[config.mk]
export PLATFORM = sky130hd
export DESIGN_NAME = itx_ram
export DESIGN_NICKNAME = d
export VERILOG_FILES = /design/src/rtl/core/itx_ram.sv
export SDC_FILE = /design/constraint.sdc
export NUM_CORES = 2
export LEC_CHECK = 0
export ABC_CLOCK_PERIOD_IN_PS = 2610
export BUFFER_PORTS_ARGS = -buffer_cell sky130_fd_sc_hd__buf_2
export CORE_MARGIN = 4
export CORE_UTILIZATION = 40
export CTS_CLUSTER_SIZE = 8
export DETAILED_ROUTE_END_ITERATION = 16
export PLACE_DENSITY_LB_ADDON = 0.3
export SETUP_SLACK_MARGIN = 0.15
export SLEW_MARGIN = 20
export SYNTH_ARGS = -nofsm -noshare
export SYNTH_HDL_FRONTEND = slang
export SYNTH_SLANG_ARGS = --single-unit
export TNS_END_PERCENT = 1
[constraint.sdc]
create_clock -name clk -period 2.61 [get_ports clk]
set_input_delay 0.261 -clock clk [delete_from_list [all_inputs] [get_ports clk]]
set_output_delay 0.261 -clock clk [all_outputs]
set_load 0.1 [all_outputs]
[src/rtl/core/itx_ram.sv]
// Generic single-write, single-read synchronous RAM with a registered read.
// No dependencies.
module itx_ram #(
	parameter int WIDTH = 8,
	parameter int DEPTH = 256,
	localparam int AW = (DEPTH > 1) ? $clog2(DEPTH) : 1
) (
	input  logic             clk,
	input  logic             we,
	input  logic [AW-1:0]    waddr,
	input  logic [WIDTH-1:0] wdata,
	input  logic             re,
	input  logic [AW-1:0]    raddr,
	output logic [WIDTH-1:0] rdata
);

	logic [WIDTH-1:0] mem [DEPTH];

	always_ff @(posedge clk) begin
		if (we) begin
			mem[waddr] <= wdata;
		end
		if (re) begin
			rdata <= mem[raddr];
		end
	end

endmodule

[Word-level counts from Yosys, hierarchy flattened]
Memory sizes are Yosys's and may differ from the RTL's. A register that Yosys moved wholly into a read port is not among the register bits.
Cells that the tools add are included.
Word-level totals
  bits of input ports: 27
  output and inout bits: 8
  RAM bits: 2048
  register bits after elaboration: 0
  word-level logic and storage cells: 3
  memories: 1
Cells by class
  mux-type cells: 2
Memory list
  mem: depth 256, width 8, rd ports 1, clocked after memory_dff 1, wr ports 1, line 17  | logic [WIDTH-1:0] mem [DEPTH];
Operators with widths (count)
  $mux 1: 2

[Depth between registers and ports, before layout]
  word-level depth: 2
  depth in mapped cells: 11
  gate-level depth less buffers: 6

[Worst setup path before layout]
No wires, ideal clock.
  path kind: in2reg
  from: input port raddr[0]
  to: register rdata[2] (read register of mem) (data pin)
  arrival: 2068 ps
  stages: 9
  path slack: 273 ps
  path buffers: 4
  data required time: 2341 ps
  setup time: 269 ps
  path through: buf_6 > buf_12 > buf_8 > buf_2 > mux4_2 > a22oi_1 > a21oi_1 > nor4_1 > nor4_2
RTL lines
  from (decl): line 13  | input logic [AW-1:0] raddr,
  to (decl): line 14  | output logic [WIDTH-1:0] rdata

==> metrics.md <==
| Metric | Value |
|---|---|
| Core area | between 150000 and 200000 um2 |
| Grt total ovfl | 0 |
| Crit-path leading delay family | compound AO/OA/AOI/OAI gates |
| Clk network pwr share | 0.454 |
| Vias in the first global route | approximately 42000 |
| Critical Path Slowest Stage Cell | mux4_2 |
| Warnings from Yosys | 0 |
| Post-layout util | 0.487 |
| Syn Nets | roughly 3800 |
| Critical path cell sequence | mux4_2 -> a22o_1 -> a221oi_1 -> o32ai_1 -> nor3_2 -> nor4_1 |
| CTS tree | built |
| Num ports | 35 |
| Mean post-synth cell area | 21.3 um2 |
| Fmax | 0.400 GHz |
| Post-Place Cells | 6881 |
| Status | finished, final reports clean |
| Area leader, netlist | edfxtp_1 |
| Max_cap viols | 0 |
| PwrDens | 772 nW/um2 |
| Worst reg2reg setup slack | about 0.11 ns |
| List of most frequent post-synthesis cells | edfxtp_1 (2056), mux4_2 (454), nor2_1 (282) |
| Pleak | ~31 nW |
| # rows | 163 |
| RSZ-0062 raised after global routing | true |
| WL/cell | 29.3 um |
| Post-route setup slack | ~0.11 ns |
| DRT Pass-1 Iters | 5 |
| CP Data Arrival Time | 3.11 ns |
| Crit path from | mem[83][5]$_DFFE_PP_ |
| Reg2reg path depth | 6 |
| Initial detailed-routing violation count | ~4800 |
| CTS root buf | clkbuf_16 |
| Worst skew pair latency | 0.95 ns |
| Post-synth EDFFs | 2056 |
| Setup crit end | rdata[5]$_DFFE_PP_ |
| Die height | 454 um |
| Slew HR | 0.353 |
| Crit end category | register |
| Vias | 41500 |
| Tightest Hold Check Type | primary input to register |
| First-pass GRT wire length | between 300000 and 400000 um |
| Clock-pin slew on the worst setup and hold paths | roughly 0.050 ns |
| Largest net degree at the start of global routing | around 100 |
| Seq cells post-synth | 2056 |
| Layout cells sized above 1 | 0.338 |
| TNS Setup | 0 ns |
| Final GP Congestion | around 0.85 |
| H-tree depth | 5 |
| Unique masters post-synth | 54 |
| CTS Buffer Depth | 4 |
| Peak VDD IR | 0.738 mV |
| Flop pwr share | 0.492 |
| Setup Buffers After CTS | 0 |
| Pint | about 60 mW |
| Worst setup SP type | register |
| Final period utilization | 0.957 |
| Cts bufs inserted | 307 |
| Netlist area before placement | 79600 um2 |
| Initial antenna violation count | 17 |
| Pre-CTS WS | -0.797 ns |
| Final hold violation count | 0 |
| # nets final | 4586 |
| Final min period | 2.50 ns |
| Vias per Instance | 5.75 |
| Setup Skew | between 0.06 and 0.07 ns |
| Routed WL | 212000 um |
| Area Growth Syn to Fin | 20.8% |
| Post-DP HPWL | 138000 um |
| Slew Limit Fails | 0 |
| Largest cells by area after synthesis | edfxtp_1 (78%), mux4_2 (13%), mux2i_1 (1.7%) |
| CP Max Fanout | 1 |
| Number of port buffers | 34 |
| Combinational group share of total power | 0.054 |
| RR Startpoint | mem[83][5]$_DFFE_PP_ |
| Drt drc | 0 |
| Die width | 454 um |
| Tightest Pin Transition | between 0.9 and 1 ns |
| Seq/Total Area, Yosys | 0.775 |
| CTS sink cnt | 2056 |
| Die Area | 206000 um2 |
| Switching Fraction | 0.207 |
| Top-count cell post-synth | edfxtp_1 |
| Sw Pwr | between 15 and 20 mW |
| Crit Path Class | register to register |
| CP Buf/Inv Count | 0 |
| Total track usage | 0.204 |
| Levels on crit path | 6 |
| Async set-reset flop share out of synthesis | 0 |
| Post-Syn Instances | 3733 |
| Synth top area share | 0.775 |
| ANT nets after route | 0 |
| Post-synth top flop | edfxtp_1 |
| CP peak stage delay | 0.50 ns |
| Non-Filler Instances | ~7200 |
| Initial Util | 0.403 |
| Worst Path Required | 3.22 ns |
| Final setup viols | 0 |
| R2R Path End | rdata[5]$_DFFE_PP_ |
routing by layer:
layer | wire length [um] | track usage
met1 | 86900 | 0.293
met4 | 7460 | 0.0724
met2 | 98900 | 0.313
met5 | 13 | 0
met3 | 18200 | 0.0415
repair_timing:
action	in CTS	in global routing
pin swaps	0	1
setup endpoints to repair	7	7
gates resized for setup	5	10
endpoints found under the hold margin	559	0
cloned	0	0
hold buffers	9	0
how the worst min path moves through the flow:
| stage | start | to | slack [ns] | cells after the start |
|---|---|---|---|---|
| floorplan | wdata[0] | mem[0][0]$_DFFE_PP_ | 0.36 | 0 |
| global placement | re | rdata[6]$_DFFE_PP_ | 0.68 | 1 |
| detailed placement | re | rdata[6]$_DFFE_PP_ | 0.69 | 1 |
| CTS | waddr[1] | mem[155][0]$_DFFE_PP_ | 0.03 | 4 |
| global route | waddr[1] | mem[155][0]$_DFFE_PP_ | 0.07 | 4 |
| finish | waddr[1] | mem[147][7]$_DFFE_PP_ | 0.1 | 3 |
state kept, by name, summed over array words and instances, names as in the netlist:
signal	count
mem	2048
rdata	8
worst register-to-register path, stage by stage, from the launching register on:
cell	delay [ns]
edfxtp_1	0.37
mux4_2	0.50
a22o_1	0.26
a221oi_1	0.25
o32ai_1	0.24
nor3_2	0.45
nor4_1	0.14
power by group through the flow:
stage          clock [mW]  sequential (mW)  combinational [mW]
2_1_floorplan           0             37.3                1.77
3_3_place_gp            0             37.1                3.94
3_5_place_dp            0             37.1                3.99
4_1_cts              34.3             36.5                4.01
5_1_grt              35.7             36.5                4.20
6_report             33.7             36.5                4.00
cells by family (layout without fill, tap and decap cells):
kind of cell | Yosys count | in the layout | synth area share
other | 0 | 10 | 0
AND/OR/NAND/NOR | 466 | 466 | 0.0263
buffers and inverters | 235 | 1071 | 0.0183
AO/OA/AOI/OAI | 385 | 385 | 0.0342
flip-flops | 2056 | 2056 | 0.775
multiplexers | 591 | 591 | 0.146
placed cells by master, fill, tap and decap left out, types with 5 or more instances in the layout:
| cell | instances |
|---|---|
| buf_8 | 10 |
| a22o_1 | 8 |
| and2_1 | 6 |
| edfxtp_1 | 2056 |
| dlygate4sd3_1 | 9 |
| buf_12 | 79 |
| nor2b_1 | 28 |
| nand2b_1 | 8 |
| nor2_1 | 279 |
| mux4_2 | 454 |
| buf_2 | 22 |
| nor3_2 | 5 |
| nand3_1 | 32 |
| o21ai_0 | 10 |
| diode_2 | 10 |
| o22ai_1 | 28 |
| mux2i_1 | 134 |
| nand2_1 | 33 |
| o211ai_1 | 10 |
| nor4_1 | 19 |
| nor4_2 | 5 |
| buf_4 | 630 |
| o22a_1 | 5 |
| nor3_1 | 17 |
| clkbuf_16 | 312 |
| nand4_1 | 10 |
| a21oi_1 | 96 |
| a211oi_1 | 15 |
| a22oi_1 | 133 |
| o221ai_1 | 46 |
| a221oi_1 | 13 |
metrics by stage:
step / power, mW / hold WS, ns / area, um2
floorplan: 39.0 / 0.360 / 79600
global placement: 41.1 / 0.682 / 88100
detailed placement: 41.1 / 0.687 / 88100
CTS: 74.8 / 0.0314 / 96100
global route: 76.4 / 0.0660 / 96200
finish: 74.2 / 0.0985 / 96200
cell type report:
cell class / instances / area, um2
clock buffer: 314 / 7820
tap: 2640 / 3300
antenna: 10 / 25.0
sequential: 2056 / 61700
clock inverter: 5 / 62.6
inverter: 2 / 7.51
multi-input combinational: 1442 / 16600
timing repair buffer: 750 / 6660
fill: 15800 / 101000
Note: power is estimated with default switching activity, not from simulation.
